File: config.mk
export PLATFORM = sky130hd
export DESIGN_NAME = lsb_stego_extractor
export DESIGN_NICKNAME = d
export VERILOG_FILES = /design/src/rtl/lse_pkg.sv /design/src/rtl/lse_core.sv /design/src/rtl/lsb_stego_extractor.sv
export SDC_FILE = /design/constraint.sdc
export NUM_CORES = 1
export LEC_CHECK = 0
export ABC_AREA = 0
export ABC_CLOCK_PERIOD_IN_PS = 3300
export BUFFER_PORTS_ARGS = -buffer_cell sky130_fd_sc_hd__buf_2
export CAP_MARGIN = 25
export CORE_MARGIN = 1.5
export CORE_UTILIZATION = 30
export CTS_CLUSTER_SIZE = 12
export DETAILED_ROUTE_END_ITERATION = 12
export GPL_TIMING_DRIVEN = 1
export PLACE_DENSITY = 0.48
export SLEW_MARGIN = 15
export SYNTH_ARGS = -nofsm -noshare
export SYNTH_HDL_FRONTEND = slang
export SYNTH_SLANG_ARGS = --single-unit
File: constraint.sdc
create_clock -name clk -period 3.3 [get_ports clk]
set_input_delay 0.33 -clock clk [delete_from_list [all_inputs] [get_ports clk]]
set_output_delay 0.33 -clock clk [all_outputs]
set_load 0.02 [all_outputs]
File: src/rtl/lse_pkg.sv
`default_nettype none

package lse_pkg;

  // End marker that closes the hidden message
  localparam logic [7:0] END_MARKER = 8'h07;

  typedef enum logic {
    KIND_MESSAGE = 1'b0,
    KIND_REPORT  = 1'b1
  } kind_t;

  typedef enum logic [1:0] {
    STATUS_OK         = 2'd0,
    STATUS_MISMATCH   = 2'd1,
    STATUS_NO_CHECK   = 2'd2,
    STATUS_NO_MARKER  = 2'd3
  } status_t;

  typedef struct packed {
    kind_t       kind;
    logic [7:0]  message_byte;
    status_t     status;
    logic [7:0]  stored_checksum;
    logic        computed_checksum;
  } result_t;

endpackage

`default_nettype wire

File: src/rtl/lse_core.sv
`default_nettype none

module lse_core (
  input  wire                 clk,
  input  wire                 rst,
  input  wire                 accept,
  input  wire                 cover_bit,
  input  wire                 last_component,
  output logic                res_valid,
  output lse_pkg::result_t    res
);

  logic [6:0] partial_bits;
  logic [2:0] bit_position;
  logic [7:0] held_byte;
  logic       held_present;
  logic       running_parity;
  logic       frame_done;

  logic [6:0] partial_bits_next;
  logic [2:0] bit_position_next;
  logic [7:0] held_byte_next;
  logic       held_present_next;
  logic       running_parity_next;
  logic       frame_done_next;
  logic       clear;
  logic [7:0] full_byte;

  assign full_byte = {partial_bits, cover_bit};

  always_comb begin
    partial_bits_next   = partial_bits;
    bit_position_next   = bit_position;
    held_byte_next      = held_byte;
    held_present_next   = held_present;
    running_parity_next = running_parity;
    frame_done_next     = frame_done;
    clear               = 1'b0;
    res_valid           = 1'b0;
    res.kind              = lse_pkg::KIND_REPORT;
    res.message_byte      = 8'd0;
    res.status            = lse_pkg::STATUS_OK;
    res.stored_checksum   = 8'd0;
    res.computed_checksum = running_parity;

    if (accept) begin
      if (frame_done) begin
        // wait out the rest of the image
        clear = last_component;
      end else if (bit_position != 3'd7) begin
        partial_bits_next = {partial_bits[5:0], cover_bit};
        bit_position_next = bit_position + 3'd1;
        if (last_component) begin
          res_valid  = 1'b1;
          res.status = lse_pkg::STATUS_NO_MARKER;
          clear      = 1'b1;
        end
      end else begin
        partial_bits_next = 7'd0;
        bit_position_next = 3'd0;
        if (full_byte == lse_pkg::END_MARKER) begin
          res_valid = 1'b1;
          if (held_present) begin
            res.status = (held_byte == {7'd0, running_parity}) ?
                         lse_pkg::STATUS_OK : lse_pkg::STATUS_MISMATCH;
            res.stored_checksum = held_byte;
          end else begin
            res.status = lse_pkg::STATUS_NO_CHECK;
          end
          frame_done_next = 1'b1;
          clear           = last_component;
        end else if (last_component) begin
          // drop any held byte
          res_valid  = 1'b1;
          res.status = lse_pkg::STATUS_NO_MARKER;
          clear      = 1'b1;
        end else if (held_present) begin
          res_valid             = 1'b1;
          res.kind              = lse_pkg::KIND_MESSAGE;
          res.message_byte      = held_byte;
          res.computed_checksum = 1'b0;
          running_parity_next   = running_parity ^ (^held_byte);
          held_byte_next        = full_byte;
        end else begin
          held_byte_next    = full_byte;
          held_present_next = 1'b1;
        end
      end
    end
  end

  always_ff @(posedge clk) begin
    if (rst || clear) begin
      partial_bits   <= 7'd0;
      bit_position   <= 3'd0;
      held_byte      <= 8'd0;
      held_present   <= 1'b0;
      running_parity <= 1'b0;
      frame_done     <= 1'b0;
    end else begin
      partial_bits   <= partial_bits_next;
      bit_position   <= bit_position_next;
      held_byte      <= held_byte_next;
      held_present   <= held_present_next;
      running_parity <= running_parity_next;
      frame_done     <= frame_done_next;
    end
  end

  a_done_silent: assert property (@(posedge clk) disable iff (rst)
    (accept && frame_done) |-> !res_valid)
    else $error("result produced after final report");

  a_msg_needs_held: assert property (@(posedge clk) disable iff (rst)
    (res_valid && res.kind == lse_pkg::KIND_MESSAGE) |-> (held_present && bit_position == 3'd7))
    else $error("message byte without a held byte");

  a_check_needs_held: assert property (@(posedge clk) disable iff (rst)
    (res_valid && (res.status == lse_pkg::STATUS_OK || res.status == lse_pkg::STATUS_MISMATCH)
     && res.kind == lse_pkg::KIND_REPORT) |-> held_present)
    else $error("checksum report without stored checksum");

endmodule

`default_nettype wire

File: src/rtl/lsb_stego_extractor.sv
// A result is registered into the output register, or into the skid register while the output is stalled.
// Throughput: one component word per cycle while s_tready is high; each word needs one shift,
// one marker compare and one parity update, all in the combinational logic of lse_core.
// A two-entry output buffer (register plus skid) keeps s_tready high while only one result waits.
// Reset (rst, synchronous, active high) clears the frame state and empties the buffer.
`default_nettype none

module lsb_stego_extractor (
  input  wire         clk,
  input  wire         rst,
  input  wire         s_tvalid,
  output logic        s_tready,
  input  wire  [7:0]  s_tdata,   // [7:0] cover_component
  input  wire         s_tlast,   // last_component
  output logic        m_tvalid,
  input  wire         m_tready,
  output logic [23:0] m_tdata,   // [7:0] message_byte, [9:8] status,
                                 // [17:10] stored_checksum, [18] computed_checksum, rest 0
  output logic [0:0]  m_tuser    // item_kind
);

  logic              accept;
  logic              res_valid;
  lse_pkg::result_t  res;

  // output register and skid stage
  lse_pkg::result_t  main_word;
  lse_pkg::result_t  skid_word;
  logic              main_valid;
  logic              skid_valid;
  logic              main_free;

  // Accept whenever the skid stage is empty; a stalled output still has room for one word.
  assign s_tready = !skid_valid;
  assign accept   = s_tvalid && s_tready;

  // Only bit 0 of the component carries message data.
  lse_core u_core (
    .clk            (clk),
    .rst            (rst),
    .accept         (accept),
    .cover_bit      (s_tdata[0]),
    .last_component (s_tlast),
    .res_valid      (res_valid),
    .res            (res)
  );

  assign main_free = !main_valid || m_tready;

  always_ff @(posedge clk) begin
    if (rst) begin
      main_valid <= 1'b0;
      skid_valid <= 1'b0;
    end else if (main_free) begin
      // advance: skid word first, else the fresh result
      if (skid_valid) begin
        main_valid <= 1'b1;
        skid_valid <= 1'b0;
      end else begin
        main_valid <= res_valid;
      end
    end else if (res_valid) begin
      // hold the stalled word, park the new one
      skid_valid <= 1'b1;
    end
  end

  always_ff @(posedge clk) begin
    if (main_free) begin
      main_word <= skid_valid ? skid_word : res;
    end
    if (!main_free && res_valid) begin
      skid_word <= res;
    end
  end

  assign m_tvalid = main_valid;
  assign m_tuser  = main_word.kind;
  assign m_tdata  = {5'd0, main_word.computed_checksum, main_word.stored_checksum,
                     main_word.status, main_word.message_byte};

  a_skid_behind_main: assert property (@(posedge clk) disable iff (rst)
    skid_valid |-> main_valid)
    else $error("skid word without output word");

  a_no_accept_full: assert property (@(posedge clk) disable iff (rst)
    skid_valid |-> !accept)
    else $error("word accepted with buffer full");

  a_skid_moves_up: assert property (@(posedge clk) disable iff (rst)
    (skid_valid && m_tready) |=> (main_valid && !skid_valid))
    else $error("skid word not advanced");

endmodule

`default_nettype wire

# Word-level counts from Yosys, hierarchy flattened
# Cells that the tools add are included.
[word_totals]
wordCells = 74
output_inout_bits = 27
ff_bits = 63
inputBits = 13
[op_classes]
eq_ne = 3
bitwise_logic = 5
n_mux = 35
reduce_logical = 12
add_sub_neg = 1
[op_table]
columns = ["op", "n"]
rows = [
  ["20-bit 2-to-1 mux", 3],
  ["9-bit 2-to-1 mux", 5],
  ["1-bit 2-to-1 mux", 19],
  ["8-bit 2-to-1 mux", 2],
  ["8-bit by 1-bit equality test with 1-bit output", 1],
  ["8-bit by 3-bit equality test with 1-bit output, second input constant", 1],
  ["2-bit 2-to-1 mux", 4],
  ["8-bit parity", 1],
  ["7-bit 2-to-1 mux", 1],
  ["6-bit AND reduction", 1],
  ["5-bit AND reduction", 1],
  ["1-bit NOT", 4],
  ["3-bit by 1-bit adder with 3-bit output, second input constant", 1],
  ["1-bit logical NOT", 3],
  ["3-bit 2-to-1 mux", 1],
  ["3-bit != test, second input constant", 1],
  ["1-bit logical AND", 2],
  ["1-bit logical OR", 2],
  ["2-bit AND reduction", 1],
  ["2-bit OR reduction", 1],
  ["1-bit bitwise XOR", 1],
]

# Depth between registers and ports, before layout
# Gate-level depths: netlist of the first run.
[logic_depth]
ltp_word = 8
depth_mapped = 8
ltp_nobuf = 7

# Cells and area by module
# From an unflattened synthesis of the first run, not the netlist that was laid out.
[hier_totals]
hier_cells = 212
area_unflattened_um2 = 2688.8
[modules_own_cells]
columns = ["mod", "cells_each", "seq_area_each_um2", "n_inst", "area_each_um2"]
rows = [
  ["lsb_stego_extractor", 78, 1241.2, 1, 1567.8],
  ["lse_core", 134, 420.4, 1, 1121.1],
]

# Least setup slack after synthesis of the first run
# No wires, ideal clock.
[synth_timing]
path_type = "register to register"
from = "reg u_core.bit_position[0]"
to = "reg skid_word[0] in the netlist's numbering (enable)"
setup_time_ns = 0.427
period_less_slack_ns = 3.221
setup_slack_ns = 0.079
n_path_buf = 0
t_arrival_ns = 2.795
t_required_ns = 2.873
path_stages_with_launch = 6
cell_sequence = "dfxtp_1 ha_1 ha_1 clkinv_1 o31ai_1 nor3b_1"
[synth_between]
elab_chain_len = 5
[synth_rtl]
columns = ["item", "line", "source"]
rows = [
  ["start, declared", "lse_core.sv:14", "logic [2:0] bit_position;"],
  ["start signal, assigned", "lse_core.sv:102", "bit_position <= bit_position_next;"],
  ["3-bit != test", "lse_core.sv:50", "end else if (bit_position != 3'd7) begin"],
  ["1-bit 2-to-1 mux", "lse_core.sv:50", ""],
  ["1-bit 2-to-1 mux", "lse_core.sv:47", "if (frame_done) begin"],
  ["1-bit 2-to-1 mux", "lse_core.sv:46", "if (accept) begin"],
  ["1-bit logical AND", "lsb_stego_extractor.sv:72", "if (!main_free && res_valid) begin"],
  ["end signal, assigned", "lsb_stego_extractor.sv:73", "skid_word <= res;"],
  ["end, declared", "lsb_stego_extractor.sv:28", "lse_pkg::result_t skid_word;"],
]
# Every way passes these cells.
# A chain may end at the register's enable or synchronous reset.

# Worst setup path after layout of the first run
[layout_timing]
from = "reg u_core.bit_position[0]"
to = "reg skid_word[7] in the netlist's numbering (enable)"
# Same word-level chain as after synthesis.

==> metrics, run 1 <==
status=completed; Finished Cell Area=3065 um2; htree depth=3; r2r startpoint=u_core.bit_position[0]; critical path buffer and inverter count=2; Max-cap violations=0; setup TNS=0 ps; crit end category=flop; switch share=0.2163; worst rel slew slack=0.5358; cell count after synthesis=217; Max Slew Vio Count=0; Die W=97.25 um; antenna-violating nets left=0; Internal=1.179 mW; post-synthesis sequential area ratio=0.6235; Setup Skew=6.249 ps; pwr/cell area=491.0 nW/um2; I/O Buffers=27; share of cells above drive strength 1=0.1969; RSZ-0062 raised after global routing=no; Clk network pwr share=0.390; area share of the largest cell type after synthesis=0.4507; Pre-antenna DRT Iters=4; measured slew at the worst slew-check pin=696.3 ps; initial antenna violation count=0; dpl ws=959.8 ps; Clock Root Buffer=clkbuf_8; Arrival @ worst endpoint=2350 ps; YS warnings=0; Area contributors post-synth=edfxtp_1 (45%), dfxtp_1 (17%), mux2i_1 (3.8%); Hold Path Class=in2reg; clk_lat worst skew=330 ps; CTS tree=yes; sequential share of power=0.565; crit path cell chain=ha_1 -> ha_1 -> clkinv_1 -> o31ai_1 -> nor3b_2 -> buf_4; Starting DRT DRC Count=46; Top cell by count, worst path=ha_1; fin nets=267; core box area=8678 um2; Finished Layout Cells=362; worst reg2reg path depth=6; fillcell total=914; Psw=0.3256 mW; gr ovfl total=0; number of global-route vias before repair=1579; R2R Path End=skid_word[7]; largest net degree at the start of global routing=24; Synth Flop Type=edfxtp_1; minimum clock period=2334 ps; CTS Sinks=63; setup bufs post-CTS=0; Resize count post-CTS=0; combinational power share=0.045; Cell Area, Synth=2665 um2; Slowest cell on crit path=o31ai_1; Placed Area=2894 um2; async set-or-reset flop fraction in the synthesized netlist=0; first-pass GRT wire length=8404 um; ant diodes=0; CP max stage delay=410 ps; CTS max path bufs=2; worst reg-to-reg setup slack=970 ps; Leak=1.323 nW; required time worst endpoint=3320 ps; die area=9458 um2; vias after detailed routing=1659; post-DP HPWL=3293 um; Final Hold Vio Count=0; DRC violation count after routing=0; hold_ws=183.8 ps; Via density=4.583; period utilization=0.7073; row count=34; crit-path max FO=16; post-synthesis sequential element count=63; EDFF count, synth=40; Synth Area per Inst=12.28 um2; total CTS buffers=9; worst vdd ir=138.4 uV; hold buffer count at cts=0; Crit path depth=6; GPL Wtd Cong=0.7334; cell taking the most area after synthesis=edfxtp_1; WL per Instance=13.70 um; Netlist cell types=44; Area Growth Syn to Fin=15.02%; crit path launch type=flop; final WL=4961 um; CP delay by family, top=buffers and inverters; I/O pins=40; die span in y=97.25 um; CP endpoint=skid_word[7]; CP Launch Point=u_core.bit_position[0]; FMAX=428.4 MHz; Inst Count DP=346; post-route setup slack=965.9 ps; starting utilization of the core area=0.3071; global-route total usage across every layer=0.1149; Setup Viol. Count Final=0; Clock Pin Slew Worst Setup and Hold Paths=70 ps; CP Class=reg2reg
-- sequential cells by signal, summed over array words and instances, names as in the netlist, 3 cells and up --
signal and cells:
u_core.held_byte 8, u_core.partial_bits 7, skid_word 20, u_core.bit_position 3, m_tdata 19
-- cells in the mapped netlist (all sizes together), types with 2 or more instances --
master,count
and2,11
a22o,8
nand2,11
nor3b,2
o21ai,3
mux2i,10
clkbuf,7
nor3,2
nand3,8
nor2,20
a21o,9
edfxtp,40
dfxtp,23
ha,5
buf,9
a21oi,16
inv,9
xnor2,3
-- stage by stage --
stage                     total power, mW    util
after floorplan                    0.9158       -
after detailed placement           0.9351  0.3335
final                               1.505  0.3532
after global routing                1.571  0.3532
after global placement             0.9347  0.3335
after CTS                           1.527  0.3532
-- layout by cell type (no fill, tap or decap), drive strengths merged, types with 2 or more instances in the layout --
master / Yosys / routed
edfxtp: 40 / 40
buf: 9 / 33
dfxtp: 23 / 23
nor2: 20 / 20
a21oi: 16 / 16
clkbuf: 7 / 15
nand2: 11 / 11
and2: 11 / 11
mux2i: 10 / 10
a21o: 9 / 9
inv: 9 / 9
nand3: 8 / 8
a22o: 8 / 8
ha: 5 / 5
conb: 1 / 5
xnor2: 3 / 3
o21ai: 3 / 3
nor3: 2 / 2
nor3b: 2 / 2
clkinv: 1 / 2
-- how the worst min path moves through the flow --
stage	from	to	depth (start not counted)
4_1_cts	rst	m_tvalid	2
5_1_grt	rst	m_tvalid	2
6_report	rst	m_tvalid	2
2_1_floorplan	rst	m_tvalid	1
3_3_place_gp	u_core.bit_position[2]	u_core.bit_position[2]	2
3_5_place_dp	u_core.bit_position[2]	u_core.bit_position[2]	2
-- power groups by stage --
stage | sequential, mW | combinational, mW | clock, mW
global placement | 0.867 | 0.0678 | 0
CTS | 0.850 | 0.0684 | 0.609
finish | 0.850 | 0.0675 | 0.588
floorplan | 0.880 | 0.0354 | 0
detailed placement | 0.867 | 0.0680 | 0
global route | 0.850 | 0.0735 | 0.647
-- cells by family after synthesis --
logic type,count (synthesis),share of synthesized area
and+or+nand+nor,66,0.1343
DFF,63,0.6235
AOI/OAI and AO/OA,41,0.1033
other,1,0.001407
xor gates and xnor gates,4,0.01831
buffers and inverters,26,0.05399
muxes,11,0.04179
adders and majority gates,5,0.02347
-- layer usage --
| metal | up-vias | share of wire | global-route usage |
|---|---|---|---|
| met4 | 0 | 0.025 | 0.06593 |
| met2 | 37 | 0.47 | 0.1786 |
| met1 | 776 | 0.47 | 0.1488 |
| li1 | 834 | - | - |
| met3 | 12 | 0.033 | 0.02374 |
| met5 | - | 0 | 0 |
-- final cells by class --
| class | instances | area, um2 | share of cell area |
|---|---|---|---|
| flip-flops and latches | 63 | 1662 | 0.5420 |
| multi-input cells | 132 | 879.6 | 0.2869 |
| repair buffers | 33 | 180.2 | 0.05878 |
| clock buffers | 15 | 166.4 | 0.05429 |
| well taps | 108 | 135.1 | 0.04408 |
| inverters | 10 | 37.54 | 0.01224 |
| clock inverters | 1 | 5.005 | 0.001633 |
Power figures use the tool's default switching activity.
==> run 2, diff against run 1 <==
--- a/config.mk
+++ b/config.mk
@@ -6,7 +6,7 @@
 export NUM_CORES = 1
 export LEC_CHECK = 0
 export ABC_AREA = 0
-export ABC_CLOCK_PERIOD_IN_PS = 3300
+export ABC_CLOCK_PERIOD_IN_PS = 2200
 export BUFFER_PORTS_ARGS = -buffer_cell sky130_fd_sc_hd__buf_2
 export CAP_MARGIN = 25
 export CORE_MARGIN = 1.5
@@ -14,7 +14,7 @@
 export CTS_CLUSTER_SIZE = 12
 export DETAILED_ROUTE_END_ITERATION = 12
 export GPL_TIMING_DRIVEN = 1
-export PLACE_DENSITY = 0.48
+export PLACE_DENSITY = 0.46
 export SLEW_MARGIN = 15
 export SYNTH_ARGS = -nofsm -noshare
 export SYNTH_HDL_FRONTEND = slang
==> constraint.sdc (replaced) <==
create_clock -name clk -period 2.2 [get_ports clk]
set_input_delay 0.22 -clock clk [delete_from_list [all_inputs] [get_ports clk]]
set_output_delay 0.22 -clock clk [all_outputs]
set_load 0.02 [all_outputs]
==> run 2 against run 1 <==
Cell count is 0.83% higher; routed wire length fell by 3.0%; final area up 4.4%; global-route usage fell by 0.51 points; sequential power grew 49%; clock skew down 1.1 ps; non-clock buffer count increased by 3; first-iteration DRC count rose by 17%; clock-buffer cell count shrank 5; critical path depth decreased by 2.
==> metrics, run 2 (synthesis results as in run 1) <==
setup bufs post-CTS=0; measured slew at the worst slew-check pin=689.3 ps; Finished Layout Cells=365; max FFs per register=20; Area Growth Syn to Fin=20.05%; largest net degree at the start of global routing=23; number of global-route vias before repair=1585; status=completed; Clk network pwr share=0.490; ant diodes=0; die area=9458 um2; I/O Buffers=27; Hold Path Class=in2reg; most common cell after layout, fill and taps aside=edfxtp_1; GPL Wtd Cong=0.7066; sequential share of power=0.472; fillcell total=883; CP delay by family, top=simple AND/OR/NAND/NOR gates; RSZ-0062 raised after global routing=no; Finished Cell Area=3199 um2; CP max stage delay=560 ps; crit path cell chain=or4b_4 -> o31ai_1 -> nor3b_4 -> buf_12; Internal=2.165 mW; crit end category=flop; Setup Skew=5.156 ps; Psw=0.5299 mW; switch share=0.1967; hold_ws=64.69 ps; Clock Pin Slew Worst Setup and Hold Paths=70 ps; Slowest cell on crit path=or4b_4; gr ovfl total=0; share of cells above drive strength 1=0.2218; antenna-violating nets left=0; Resize count post-CTS=0; Clock Root Buffer=clkbuf_8; setup TNS=0 ps; pwr/cell area=842.3 nW/um2; CTS tree=yes; crit path launch type=flop; worst vdd ir=280.1 uV; Sequential cell area=1662 um2; die span in y=97.25 um; initial antenna violation count=0; post-DP HPWL=3208 um; DRC violation count after routing=0; worst rel slew slack=0.5405; Max Slew Vio Count=0; most frequent cells in the layout=edfxtp_1 (40), buf_2 (27), dfxtp_1 (23); vias after detailed routing=1632; Inst Count DP=349; Leak=1.387 nW; Arrival @ worst endpoint=2090 ps; minimum clock period=2041 ps; Core Util, Final=0.3687; core box area=8678 um2; combinational power share=0.038; fin nets=270; Max-cap violations=0; Final Hold Vio Count=0; WL per Instance=13.18 um; clk_lat worst skew=340 ps; area of the multi-input gates=888.4 um2; starting utilization of the core area=0.3071; FMAX=490.0 MHz; I/O pins=40; Pre-antenna DRT Iters=4; total CTS buffers=9; final WL=4811 um; period utilization=0.9277; largest register by flop count=skid_word; crit-path max FO=20; Die W=97.25 um; Placed Area=2939 um2; CTS Sinks=63; required time worst endpoint=2250 ps; global-route total usage across every layer=0.1098; Via density=4.471; hold buffer count at cts=0; Starting DRT DRC Count=54; CTS max path bufs=2; Setup Viol. Count Final=0; first-pass GRT wire length=8079 um; critical path buffer and inverter count=1; CP Class=reg2reg; row count=34; htree depth=3
-- run 2: path summary, 6_finish.rpt --
path              cells past startpoint  slack [ps]                      to                   start
setup / recovery                      4         160            skid_word[8]  u_core.partial_bits[4]
hold reg to reg                       2         460  u_core.bit_position[2]  u_core.bit_position[2]
setup reg to reg                      4         160            skid_word[8]  u_core.partial_bits[4]
hold / removal                        2          60                m_tvalid                     rst
-- run 2: cell type report --
type,count,share of cell area
clock buffer,10,0.03989
clock inverter,6,0.04145
inverter,10,0.01212
multi-input combinational,132,0.2777
sequential,63,0.5194
tap,108,0.04224
timing repair buffer,36,0.06727
-- run 2: per-stage QoR --
stage	setup WS, ps	power [mW]
floorplan	6.542	1.375
global placement	160.1	1.403
detailed placement	157.3	1.404
CTS	151.5	2.725
global route	97.99	2.777
finish	159.0	2.695
-- run 2: layer usage --
metal | wire length [um] | global-route usage | vias up
met1 | 2354 | 0.1462 | 751
met3 | 161 | 0.02806 | 11
met4 | 126 | 0.06593 | 0
li1 | - | - | 840
met2 | 2168 | 0.1608 | 30
met5 | 0 | 0 | -
-- run 2: power by group through the flow --
stage | clock network (mW) | registers, mW | logic [mW]
4_1_cts | 1.35 | 1.27 | 0.106
5_1_grt | 1.39 | 1.27 | 0.114
3_5_place_dp | 0 | 1.30 | 0.106
6_report | 1.32 | 1.27 | 0.103
2_1_floorplan | 0 | 1.32 | 0.0547
3_3_place_gp | 0 | 1.30 | 0.106
==> run 3, diff against run 2 <==
--- a/config.mk
+++ b/config.mk
@@ -9,12 +9,14 @@
 export ABC_CLOCK_PERIOD_IN_PS = 2200
 export BUFFER_PORTS_ARGS = -buffer_cell sky130_fd_sc_hd__buf_2
 export CAP_MARGIN = 25
+export CELL_PAD_IN_SITES_DETAIL_PLACEMENT = 0
+export CELL_PAD_IN_SITES_GLOBAL_PLACEMENT = 1
 export CORE_MARGIN = 1.5
 export CORE_UTILIZATION = 30
 export CTS_CLUSTER_SIZE = 12
 export DETAILED_ROUTE_END_ITERATION = 12
 export GPL_TIMING_DRIVEN = 1
-export PLACE_DENSITY = 0.46
+export PLACE_DENSITY = 0.55
 export SLEW_MARGIN = 15
 export SYNTH_ARGS = -nofsm -noshare
 export SYNTH_HDL_FRONTEND = slang
==> run 3 against run 2 <==
Global-route usage shrank 0.11 points; critical path depth stayed put; register-to-register slack about the same; combinational power is essentially flat; clock skew rose by 5.9 ps; routed wire length shrank 0.79%; power fell by 13%; core utilization down 0.91 points; worst setup slack improved by 2.2 ps; worst hold slack improved by 16 ps; clock-buffer cell count did not move; largest cell class unchanged.
==> metrics, run 3 (synthesis results as in run 1) <==
final WL=4773 um; crit-path max FO=20; crit end category=flop; area of the multi-input gates=888.4 um2; Hold Path Class=in2reg; GPL Wtd Cong=0.7180; most common cell after layout, fill and taps aside=edfxtp_1; FMAX=490.5 MHz; core box area=8678 um2; Clock Root Buffer=clkbuf_8; vias after detailed routing=1626; Finished Cell Area=3120 um2; worst rel slew slack=0.5255; hold buffer count at cts=0; CTS Sinks=63; row count=34; pwr/cell area=749.2 nW/um2; RSZ-0062 raised after global routing=no; first-pass GRT wire length=8010 um; post-DP HPWL=3231 um; Slowest cell on crit path=or4b_4; antenna-violating nets left=0; Internal=1.818 mW; Clock Pin Slew Worst Setup and Hold Paths=70 ps; Pre-antenna DRT Iters=4; crit path cell chain=or4b_4 -> o31ai_1 -> nor3b_4 -> buf_12; Via density=4.467; worst vdd ir=231.9 uV; status=completed; initial antenna violation count=0; required time worst endpoint=2230 ps; ant diodes=0; setup bufs post-CTS=0; htree depth=3; Area Growth Syn to Fin=17.09%; largest net degree at the start of global routing=23; Sequential cell area=1662 um2; Arrival @ worst endpoint=2070 ps; global-route total usage across every layer=0.1087; sequential share of power=0.544; CP Class=reg2reg; I/O pins=40; DRC violation count after routing=0; Starting DRT DRC Count=61; share of cells above drive strength 1=0.2227; fillcell total=896; CTS tree=yes; CP delay by family, top=simple AND/OR/NAND/NOR gates; Pwr Total=2.338 mW; die area=9458 um2; Core Util, Final=0.3596; Setup Skew=11.10 ps; Resize count post-CTS=0; critical path buffer and inverter count=1; CTS max path bufs=2; Finished Layout Cells=364; crit path launch type=flop; period utilization=0.9267; total CTS buffers=9; Max Slew Vio Count=0; combinational power share=0.045; max FFs per register=20; Inst Count DP=348; I/O Buffers=27; Die W=97.25 um; Clk network pwr share=0.412; measured slew at the worst slew-check pin=711.8 ps; CP max stage delay=570 ps; gr ovfl total=0; WL per Instance=13.11 um; minimum clock period=2039 ps; Placed Area=2932 um2; starting utilization of the core area=0.3071; fin nets=269; Final Hold Vio Count=0; Setup Viol. Count Final=0; Psw=0.5201 mW; setup TNS=0 ps; largest register by flop count=skid_word; most frequent cells in the layout=edfxtp_1 (40), buf_2 (27), dfxtp_1 (23); clk_lat worst skew=330 ps; Leak=1.350 nW; Max-cap violations=0; die span in y=97.25 um; switch share=0.2225; number of global-route vias before repair=1636
==> run 3: changes by cell type in the layout (fill, tap and decap cells not counted) <==
cell	change
buf_4	-1
bufinv_16	-3
clkinv_1	-1
clkinv_2	+3
clkinvlp_4	+1
==> run 3: per-layer routing <==
layer	vias to the layer above	wire, um	track usage
met2	25	2181	0.1651
met5	-	0	0
met4	0	65	0.05055
met1	758	2382	0.1385
li1	837	-	-
met3	6	144	0.03885
==> run 3: worst paths after layout <==
kind         slack [ps]  cells after the start                endpoint              startpoint
max                 160                      4            skid_word[7]  u_core.partial_bits[4]
min                  80                      2                m_tvalid                     rst
max reg2reg         160                      4            skid_word[7]  u_core.partial_bits[4]
min reg2reg         470                      2  u_core.bit_position[2]  u_core.bit_position[2]
==> run 3: final cells by class <==
class | count | area share
Sequential cell | 63 | 0.5325
Tap cell | 108 | 0.04330
Multi-Input combinational cell | 132 | 0.2847
Clock buffer | 10 | 0.04090
Timing Repair Buffer | 35 | 0.06656
Inverter | 10 | 0.01243
Clock inverter | 6 | 0.01965
==> run 3: stage by stage <==
stage	setup slack (ps)	hold WS (ps)
global placement	192.5	416.4
detailed placement	172.8	427.0
finish	161.2	80.48
CTS	162.1	58.11
floorplan	6.542	289.1
global route	37.75	52.24
==> run 3: power by group through the flow <==
| stage | registers [mW] | logic, mW | clock network (mW) |
|---|---|---|---|
| after floorplan | 1.32 | 0.0547 | 0 |
| after global placement | 1.30 | 0.106 | 0 |
| after detailed placement | 1.30 | 0.106 | 0 |
| after CTS | 1.27 | 0.106 | 1.00 |
| after global routing | 1.27 | 0.114 | 1.05 |
| final | 1.27 | 0.104 | 0.962 |
